`config.mk`:
```
export PLATFORM = sky130hd
export DESIGN_NAME = image_header_dimension_parser
export DESIGN_NICKNAME = d
export VERILOG_FILES = /design/src/hdl/ihdp_pkg.sv /design/src/hdl/ihdp_parse.sv /design/src/hdl/image_header_dimension_parser.sv
export SDC_FILE = /design/constraint.sdc
export NUM_CORES = 1
export LEC_CHECK = 0
export BUFFER_PORTS_ARGS = -buffer_cell sky130_fd_sc_hd__buf_2
export CAP_MARGIN = 20
export CELL_PAD_IN_SITES_DETAIL_PLACEMENT = 0
export CELL_PAD_IN_SITES_GLOBAL_PLACEMENT = 1
export CORE_MARGIN = 8
export CORE_UTILIZATION = 50
export DETAILED_ROUTE_END_ITERATION = 12
export PLACE_DENSITY = 0.95
export REMOVE_ABC_BUFFERS = 1
export SLEW_MARGIN = 20
export SYNTH_ARGS = -nofsm -noshare
export SYNTH_HDL_FRONTEND = slang
export SYNTH_SLANG_ARGS = --single-unit
```
`constraint.sdc`:
```
create_clock -name clock -period 7.1 [get_ports clock]
set_input_delay 1.42 -clock clock [delete_from_list [all_inputs] [get_ports clock]]
set_output_delay 1.42 -clock clock [all_outputs]
set_load 0.01 [all_outputs]
```
`src/hdl/ihdp_pkg.sv`:
```
package ihdp_pkg;

   localparam logic [1:0] FMT_PNG  = 2'd0;
   localparam logic [1:0] FMT_JPEG = 2'd1;
   localparam logic [1:0] FMT_PPM  = 2'd2;

   localparam logic [7:0] JPG_MARKER_LEAD = 8'hFF;
   localparam logic [7:0] JPG_SOF0        = 8'hC0;
   localparam logic [7:0] JPG_SOF2        = 8'hC2;
   localparam logic [7:0] JPG_SOI         = 8'hD8;
   localparam logic [7:0] PPM_CHAR_P      = 8'h50;
   localparam logic [7:0] PPM_CHAR_6      = 8'h36;

   typedef enum logic [2:0] {
      ST_OK        = 3'd0,
      ST_NO_IHDR   = 3'd1,
      ST_NO_SOF    = 3'd2,
      ST_SHORT     = 3'd3,
      ST_BAD_MAGIC = 3'd4
   } status_type;

   // JPEG and PPM phases share the start phase; a format write clears the phase
   typedef enum logic [3:0] {
      PH_START,
      PH_JMARK,
      PH_JLEN_HI,
      PH_JLEN_LO,
      PH_JSKIP,
      PH_JSOF,
      PH_JBAD,
      PH_PMAGIC,
      PH_PWS1,
      PH_PWIDTH,
      PH_PWS2,
      PH_PHEIGHT
   } phase_type;

   typedef struct packed {
      logic [7:0] data_byte;
      logic       end_of_file;
   } item_type;

   typedef struct packed {
      logic       valid;
      logic [31:0] image_width;
      logic [31:0] image_height;
      status_type  parse_status;
   } result_type;

   function automatic logic [7:0] ihdr_char(input logic [1:0] idx);
      logic [7:0] c;
      case (idx)
         2'd0: c = 8'h49;
         2'd1: c = 8'h48;
         2'd2: c = 8'h44;
         default: c = 8'h52;
      endcase
      return c;
   endfunction

   function automatic logic is_space(input logic [7:0] b);
      return b inside {8'h20, [8'h09:8'h0D]};
   endfunction

   function automatic logic is_digit(input logic [7:0] b);
      return b inside {[8'h30:8'h39]};
   endfunction

   // acc * 10 + digit, saturating at all ones
   function automatic logic [31:0] dec_acc(input logic [31:0] acc, input logic [7:0] b);
      logic [35:0] v;
      v = ({4'b0, acc} << 3) + ({4'b0, acc} << 1) + {32'b0, b[3:0]};
      return (v[35:32] != 4'b0) ? 32'hFFFF_FFFF : v[31:0];
   endfunction

endpackage

```
`src/hdl/ihdp_parse.sv`:
```
module ihdp_parse (
   input  logic                 clock,
   input  logic                 reset,
   input  logic                 cfg_wr,
   input  logic [1:0]           cfg_format,
   input  logic                 step_en,
   input  ihdp_pkg::item_type   item,
   output ihdp_pkg::result_type result
);

   logic [1:0]          format_ff;
   ihdp_pkg::phase_type phase_ff, phase_in;
   logic [15:0]         cnt_ff, cnt_in;
   logic [31:0]         w_ff, w_in;
   logic [31:0]         h_ff, h_in;
   logic [7:0]          marker_ff, marker_in;
   logic                given_ff, given_in;

   always_comb begin
      logic [7:0]  b;
      logic [15:0] len;
      logic        emit;
      ihdp_pkg::status_type status;

      b          = item.data_byte;
      len        = {cnt_ff[15:8], b};
      emit       = 1'b0;
      status     = ihdp_pkg::ST_OK;
      phase_in   = phase_ff;
      cnt_in     = cnt_ff;
      w_in       = w_ff;
      h_in       = h_ff;
      marker_in  = marker_ff;

      if (!given_ff) begin
         case (format_ff)
            ihdp_pkg::FMT_JPEG: begin
               case (phase_ff)
                  ihdp_pkg::PH_START: begin
                     phase_in = (b == ihdp_pkg::JPG_MARKER_LEAD) ?
                                ihdp_pkg::PH_JMARK : ihdp_pkg::PH_JBAD;
                  end
                  ihdp_pkg::PH_JMARK: begin
                     marker_in = b;
                     phase_in  = (b == ihdp_pkg::JPG_SOI) ?
                                 ihdp_pkg::PH_START : ihdp_pkg::PH_JLEN_HI;
                  end
                  ihdp_pkg::PH_JLEN_HI: begin
                     cnt_in   = {b, 8'h00};
                     phase_in = ihdp_pkg::PH_JLEN_LO;
                  end
                  ihdp_pkg::PH_JLEN_LO: begin
                     if (marker_ff == ihdp_pkg::JPG_SOF0 || marker_ff == ihdp_pkg::JPG_SOF2) begin
                        cnt_in   = '0;
                        phase_in = ihdp_pkg::PH_JSOF;
                     end else begin
                        cnt_in   = (len >= 16'd2) ? len - 16'd2 : '0;
                        phase_in = (len <= 16'd2) ? ihdp_pkg::PH_START : ihdp_pkg::PH_JSKIP;
                     end
                  end
                  ihdp_pkg::PH_JSKIP: begin
                     cnt_in = cnt_ff - 16'd1;
                     if (cnt_ff == 16'd1) begin
                        phase_in = ihdp_pkg::PH_START;
                     end
                  end
                  ihdp_pkg::PH_JSOF: begin
                     // SOF data: precision, height hi/lo, width hi/lo
                     if (cnt_ff == 16'd1 || cnt_ff == 16'd2) begin
                        h_in = {16'b0, h_ff[7:0], b};
                     end else if (cnt_ff == 16'd3 || cnt_ff == 16'd4) begin
                        w_in = {16'b0, w_ff[7:0], b};
                     end
                     if (cnt_ff >= 16'd4) begin
                        emit = 1'b1;
                     end else begin
                        cnt_in = cnt_ff + 16'd1;
                     end
                  end
                  default: begin
                     emit   = 1'b1;
                     status = ihdp_pkg::ST_NO_SOF;
                  end
               endcase
            end
            ihdp_pkg::FMT_PPM: begin
               case (phase_ff)
                  ihdp_pkg::PH_START: begin
                     if (!ihdp_pkg::is_space(b)) begin
                        if (b == ihdp_pkg::PPM_CHAR_P) begin
                           phase_in = ihdp_pkg::PH_PMAGIC;
                           cnt_in   = 16'd1;
                        end else begin
                           emit   = 1'b1;
                           status = ihdp_pkg::ST_BAD_MAGIC;
                        end
                     end
                  end
                  ihdp_pkg::PH_PMAGIC: begin
                     if (cnt_ff < 16'd2) begin
                        if (b == ihdp_pkg::PPM_CHAR_6) begin
                           cnt_in = 16'd2;
                        end else begin
                           emit   = 1'b1;
                           status = ihdp_pkg::ST_BAD_MAGIC;
                        end
                     end else if (ihdp_pkg::is_space(b)) begin
                        phase_in = ihdp_pkg::PH_PWS1;
                     end else begin
                        emit   = 1'b1;
                        status = ihdp_pkg::ST_BAD_MAGIC;
                     end
                  end
                  ihdp_pkg::PH_PWS1: begin
                     if (ihdp_pkg::is_digit(b)) begin
                        w_in     = ihdp_pkg::dec_acc(32'd0, b);
                        phase_in = ihdp_pkg::PH_PWIDTH;
                     end else if (!ihdp_pkg::is_space(b)) begin
                        emit = 1'b1;
                     end
                  end
                  ihdp_pkg::PH_PWIDTH: begin
                     if (ihdp_pkg::is_digit(b)) begin
                        w_in = ihdp_pkg::dec_acc(w_ff, b);
                     end else if (ihdp_pkg::is_space(b)) begin
                        phase_in = ihdp_pkg::PH_PWS2;
                     end else begin
                        emit = 1'b1;
                     end
                  end
                  ihdp_pkg::PH_PWS2: begin
                     if (ihdp_pkg::is_digit(b)) begin
                        h_in     = ihdp_pkg::dec_acc(32'd0, b);
                        phase_in = ihdp_pkg::PH_PHEIGHT;
                     end else if (!ihdp_pkg::is_space(b)) begin
                        emit = 1'b1;
                     end
                  end
                  default: begin
                     if (ihdp_pkg::is_digit(b)) begin
                        h_in = ihdp_pkg::dec_acc(h_ff, b);
                     end else begin
                        emit = 1'b1;
                     end
                  end
               endcase
            end
            default: begin
               // PNG, also for the unused format code
               if (cnt_ff >= 16'd12 && cnt_ff <= 16'd15 &&
                   b != ihdp_pkg::ihdr_char(cnt_ff[1:0])) begin
                  emit   = 1'b1;
                  status = ihdp_pkg::ST_NO_IHDR;
               end else if (cnt_ff == 16'd28) begin
                  emit = 1'b1;
               end else begin
                  if (cnt_ff >= 16'd16 && cnt_ff <= 16'd19) begin
                     w_in = {w_ff[23:0], b};
                  end else if (cnt_ff >= 16'd20 && cnt_ff <= 16'd23) begin
                     h_in = {h_ff[23:0], b};
                  end
                  if (cnt_ff != 16'hFFFF) begin
                     cnt_in = cnt_ff + 16'd1;
                  end
               end
            end
         endcase
      end

      given_in = given_ff | emit;

      // end mark forces a result if none was given for this file
      if (item.end_of_file && !given_in) begin
         emit = 1'b1;
         if (format_ff == ihdp_pkg::FMT_PPM) begin
            if (phase_in == ihdp_pkg::PH_START ||
                (phase_in == ihdp_pkg::PH_PMAGIC && cnt_in < 16'd2)) begin
               status = ihdp_pkg::ST_BAD_MAGIC;
            end else if (phase_in == ihdp_pkg::PH_PHEIGHT) begin
               status = ihdp_pkg::ST_OK;
            end else begin
               status = ihdp_pkg::ST_SHORT;
            end
         end else begin
            status = ihdp_pkg::ST_SHORT;
         end
      end

      result.valid        = step_en & emit;
      result.image_width  = (status == ihdp_pkg::ST_OK) ? w_in : 32'd0;
      result.image_height = (status == ihdp_pkg::ST_OK) ? h_in : 32'd0;
      result.parse_status = status;
   end

   always_ff @(posedge clock) begin
      if (reset) begin
         format_ff <= ihdp_pkg::FMT_PNG;
      end else if (cfg_wr) begin
         format_ff <= cfg_format;
      end
   end

   always_ff @(posedge clock) begin
      if (reset || cfg_wr || (step_en && item.end_of_file)) begin
         phase_ff  <= ihdp_pkg::PH_START;
         cnt_ff    <= '0;
         w_ff      <= '0;
         h_ff      <= '0;
         marker_ff <= '0;
         given_ff  <= 1'b0;
      end else if (step_en) begin
         phase_ff  <= phase_in;
         cnt_ff    <= cnt_in;
         w_ff      <= w_in;
         h_ff      <= h_in;
         marker_ff <= marker_in;
         given_ff  <= given_in;
      end
   end

endmodule

```
`src/hdl/image_header_dimension_parser.sv`:
```
// Image header dimension parser.
// req_*: one file byte per item (tdata), tlast on the final byte of the file.
// rsp_*: one item per file with width, height and status; zero dimensions
//   unless the status is ok. Status: 0 ok, 1 missing IHDR, 2 SOF not found,
//   3 unexpected end, 4 bad PPM magic.
// csr_*: format register, 0 PNG, 1 JPEG, 2 binary PPM (3 acts as PNG).
//   A write restarts the parse of the current file; write only while idle.
// Throughput: one byte per cycle unless a pending result stalls on rsp_tready.
//   The per-byte state update is a single combinational step between the input
//   register and the result register. The byte that causes a result passes
//   the input register, then the result register, which drives rsp_tvalid.
// Bytes after a result are consumed and dropped up to the end mark.
// When rsp_tready is low with a result pending, the result register holds
//   and one more byte may wait in the input register; further bytes stall.
// Reset (synchronous) empties both registers, sets the format to PNG and
//   clears the parse state; no clearing pass is needed.
module image_header_dimension_parser (
   input  logic        clock,
   input  logic        reset,
   input  logic        req_tvalid,
   output logic        req_tready,
   input  logic [7:0]  req_tdata,   // [7:0] data_byte
   input  logic        req_tlast,   // end_of_file
   output logic        rsp_tvalid,
   input  logic        rsp_tready,
   output logic [71:0] rsp_tdata,   // [31:0] image_width, [63:32] image_height,
                                    // [66:64] parse_status, [71:67] zero
   input  logic        csr_valid,
   output logic        csr_ready,
   input  logic [1:0]  csr_data     // file format code
);

   logic                 in_valid_ff;
   ihdp_pkg::item_type   in_item_ff;
   logic                 out_valid_ff;
   ihdp_pkg::result_type out_res_ff;
   ihdp_pkg::result_type step_res;
   logic                 advance;
   logic                 cfg_wr;

   assign csr_ready  = 1'b1;
   assign cfg_wr     = csr_valid & csr_ready;
   assign advance    = in_valid_ff & (~out_valid_ff | rsp_tready);
   assign req_tready = ~in_valid_ff | advance;

   ihdp_parse u_parse (
      .clock      (clock),
      .reset      (reset),
      .cfg_wr     (cfg_wr),
      .cfg_format (csr_data),
      .step_en    (advance),
      .item       (in_item_ff),
      .result     (step_res)
   );

   always_ff @(posedge clock) begin
      if (reset) begin
         in_valid_ff <= 1'b0;
      end else if (req_tready) begin
         in_valid_ff <= req_tvalid;
      end
   end

   always_ff @(posedge clock) begin
      if (req_tready && req_tvalid) begin
         in_item_ff.data_byte   <= req_tdata;
         in_item_ff.end_of_file <= req_tlast;
      end
   end

   always_ff @(posedge clock) begin
      if (reset) begin
         out_valid_ff <= 1'b0;
      end else if (step_res.valid) begin
         out_valid_ff <= 1'b1;
      end else if (rsp_tready) begin
         out_valid_ff <= 1'b0;
      end
   end

   always_ff @(posedge clock) begin
      if (step_res.valid) begin
         out_res_ff <= step_res;
      end
   end

   assign rsp_tvalid = out_valid_ff;
   assign rsp_tdata  = {5'b0, out_res_ff.parse_status, out_res_ff.image_height,
                        out_res_ff.image_width};

   a_zero_dims_on_error: assert property (@(posedge clock) disable iff (reset)
      rsp_tvalid && out_res_ff.parse_status != ihdp_pkg::ST_OK |->
         out_res_ff.image_width == 32'd0 && out_res_ff.image_height == 32'd0)
      else $error("nonzero dimensions with error status");

   a_result_from_item: assert property (@(posedge clock) disable iff (reset)
      $rose(rsp_tvalid) |-> $past(in_valid_ff))
      else $error("result without a processed item");

   a_stalled_item_held: assert property (@(posedge clock) disable iff (reset)
      in_valid_ff && !advance |=> in_valid_ff && $stable(in_item_ff))
      else $error("stalled item lost");

endmodule
```
==> summary.md <==
| Metric | Value |
|---|---|
| Min-delay src | `u_parse.marker_ff[6]` |
| Vias per inst | `approximately 7` |
| F_max | `roughly 170 MHz` |
| Hold path endpoint | `u_parse.marker_ff[6]` |
| Die H | `around 200 µm` |
| Actual slew at the worst max-slew pin | `1120 ps` |
| Hold buffers post-CTS | `0` |
| Min Tclk post-route | `roughly 5900 ps` |
| Antenna cells | `0` |
| Antenna Nets Post-Route | `0` |
| Relative slew margins | `between 20% and 30%` |
| Hold Vio Cnt, Final | `0` |
| Ports | `91` |
| Clk sinks | `172` |
| Number of maximum-capacitance violations | `0` |
| Clock-pin slew of the registers on the worst-case setup and hold paths | `80 ps` |
| Synth Area per Inst | `7.93 µm²` |
| Worst r2r src | `in_item_ff[4]` |
| Area of the mapped netlist | `0.0159 mm²` |
| Fin Setup TNS | `0 ps` |
| Post-synth ARST share | `0%` |
| Met1 WL | `between 20,000 and 25,000 µm` |
| Post-CTS setup buffers | `0` |
| Vias in the first global route | `between 15,000 and 20,000` |
| Die Width | `roughly 190 µm` |
| R2R depth | `14` |
| Status | `finished clean` |
| Main synth FF type | `dfxtp_1` |
| Initial drt markers | `2,410` |
| Maximum VDD drop | `roughly 150 µV` |
| Count of pins over their slew limit | `0` |
| Setup WS pre-CTS | `1450 ps` |
| Final setup margin | `approximately 1200 ps` |
| HP Class | `flip-flop to flip-flop` |
| Pwr Total | `approximately 2.7 mW` |
| Drt total wl | `about 60,000 µm` |
| Gr ovfl total | `0` |
| Most used cell, CP | `fa_1` |
| # nets final | `2,165` |
| Post_cts resized | `0` |
| Synthesis-to-layout area growth | `7.81%` |
| RSZ-0062 raised after global routing | `false` |
| CTS Buffer Depth | `2` |
| Worst Setup Start Kind | `flip-flop` |
| Core footprint | `between 0.03 and 0.04 mm²` |
| TritonCTS clock tree | `done` |
| Largest net degree at the start of global routing | `73` |
| Port Buf Inserts | `84` |
| CTS buffer count | `17` |
| Setup slack, reg-to-reg | `1190 ps` |
| Critical path arrival | `6110 ps` |
| PwrDens | `155 mW/mm²` |
| Cells along the critical path | `fa_1 > fa_1 > a211oi_1 > nor3_1 > o21ba_1 > o21ai_1 > a31oi_2 > a2111oi_2 > o21ai_0 > a211oi_4 > buf_4 > a21oi_1 > a221oi_1 > nor2_1` |
| FILL cells | `between 3,000 and 4,000` |
| Critical-path maximum fanout | `22` |
| Detailed Routing Iterations Pass 1 | `6` |
| First-pass GRT wire length | `between 90,000 and 100,000 µm` |
| Crit-path slowest cell | `edfxtp_1` |
| Post-Synthesis Cells | `roughly 2,000` |
| Die area | `between 0.03 and 0.04 mm²` |
| Lkg Pwr | `6.74 nW` |
| Via count | `17,000` |
| Setup Crit Path Kind | `flip-flop to flip-flop` |
| Largest stage delay, worst path | `around 800 ps` |
| Required @ worst endpoint | `between 7000 and 8000 ps` |
| Post-Route Skew | `between 15 and 20 ps` |
| Final setup fails | `0` |
| Period utilization | `between 80% and 90%` |
| FP Rows | `65` |
| Level count of the clock H-tree | `4` |
| R2r endpoint | `rsp_tdata[14]` |
| Met3 wire length | `~6100 µm` |
| #FFs+latches synth | `172` |
| Clock Latency Late Sink | `460 ps` |
| Hold path cells | `2` |
| Initial antenna violation count | `1` |
| Top sig layer | `met5` |
| HPWL Detailed | `41,800 µm` |
| GP Congestion | `between 1 and 1.5` |
| Share of layout cells above drive strength 1 | `between 10 and 15%` |
| Starting Density | `slightly above 50%` |
| Synth unique cells | `111` |
| Yosys warning total | `0` |
| Total Routing Usage GR | `just under 30%` |
| Remaining DRCs | `0` |
| WL/cell | `24.3 µm` |
| Sequential area share after synthesis | `between 20% and 30%` |
| Root buf cell | `clkbuf_16` |
| Crit end category | `flip-flop` |
| Post-synth EDFFs | `76` |
| Met2 Routed Length | `25,700 µm` |
-- cell type report --
class	count	area, µm²	area share (%)
multi-input cells	1655	11000	64.0
flip-flops and latches	172	4200	24.5
repair buffers	122	706	4.11
well taps	402	503	2.93
clock buffers	19	433	2.52
clock inverters	12	186	1.09
inverters	41	154	0.896
-- metal layers --
layer,up-vias,track usage [%]
met5,-,0
met1,8081,40.3
met4,2,13.0
met3,179,6.10
li1,7653,-
met2,1114,45.4
-- cells in the mapped netlist (30+ instances only) --
library cell    n  area (µm²)
nor2_1        209         785
a21oi_1       224        1120
nand2_1       158         593
xor2_1         30         263
a211oi_1       41         308
nor3_1         50         250
inv_1          39         146
a31oi_1        36         225
edfxtp_1       76        2280
clkbuf_1       98         368
dfxtp_1        96        1920
nand3_1        41         205
xnor2_1        42         368
o21ai_0       166         831
ha_1          136        1700
-- through the flow --
stage | hold slack (ps) | util [%] | instances | area, µm²
2_1_floorplan | 452 | - | 1868 | 15300
3_3_place_gp | 468 | 52.6 | 2392 | 16500
3_5_place_dp | 488 | 52.6 | 2392 | 16500
4_1_cts | 504 | 54.5 | 2423 | 17200
5_1_grt | 545 | 54.6 | 2423 | 17200
6_report | 502 | 54.6 | 2423 | 17200
-- power by group --
part / internal [mW] / switching [mW] / total, mW
registers: 1.07 / 0.0481 / 1.12
logic: 0.162 / 0.358 / 0.520
clock network: 0.592 / 0.435 / 1.03
-- worst max path at each step --
| stage | start | endpoint |
|---|---|---|
| 2_1_floorplan | rsp_tready | u_parse.h_ff[21] |
| 3_3_place_gp | in_item_ff[4] | rsp_tdata[22] |
| 3_5_place_dp | in_item_ff[4] | rsp_tdata[14] |
| 4_1_cts | in_item_ff[4] | rsp_tdata[14] |
| 5_1_grt | in_item_ff[4] | rsp_tdata[13] |
| 6_report | in_item_ff[4] | rsp_tdata[14] |
-- flip-flops by register name, summed over array words and instances, names as in the netlist, 2 cells and up --
| register | cells |
|---|---|
| in_item_ff | 9 |
| rsp_tdata | 67 |
| u_parse.cnt_ff | 16 |
| u_parse.format_ff | 2 |
| u_parse.h_ff | 32 |
| u_parse.marker_ff | 7 |
| u_parse.phase_ff | 4 |
| u_parse.w_ff | 32 |
-- placed cells by master, fill, tap and decap left out, drive strengths merged, types with 42 or more instances in the layout --
cell,synthesis,final
inv,39,42
a21oi,224,224
edfxtp,76,76
a211oi,50,50
nor2,210,210
nor3,61,61
nand2,159,159
ha,136,136
o21ai,171,171
nand3,42,42
buf,45,122
xnor2,42,42
dfxtp,96,96
-- critical path: cells and delay by family, from the launching register on --
family          cells  cell delay [ps]
compound gates      9             3130
fa+ha+maj           2             1070
buf+inv             1              410
flops               1              780
simple gates        2              240
-- cells by family (layout without fill, tap and decap cells) --
| family | Yosys count | after routing | share of synthesized area [%] |
|---|---|---|---|
| AO/OA/AOI/OAI | 752 | 752 | 31.3 |
| XOR/XNOR | 72 | 72 | 3.96 |
| adder cells (fa/ha/maj) | 140 | 140 | 11.2 |
| buffers and inverters | 185 | 194 | 4.87 |
| flip-flops | 172 | 172 | 26.4 |
| multiplexers | 24 | 24 | 1.56 |
| other | 2 | 6 | 0.0471 |
| AND/OR/NAND/NOR | 661 | 661 | 20.7 |
Note: power is estimated with default switching activity, not from simulation.
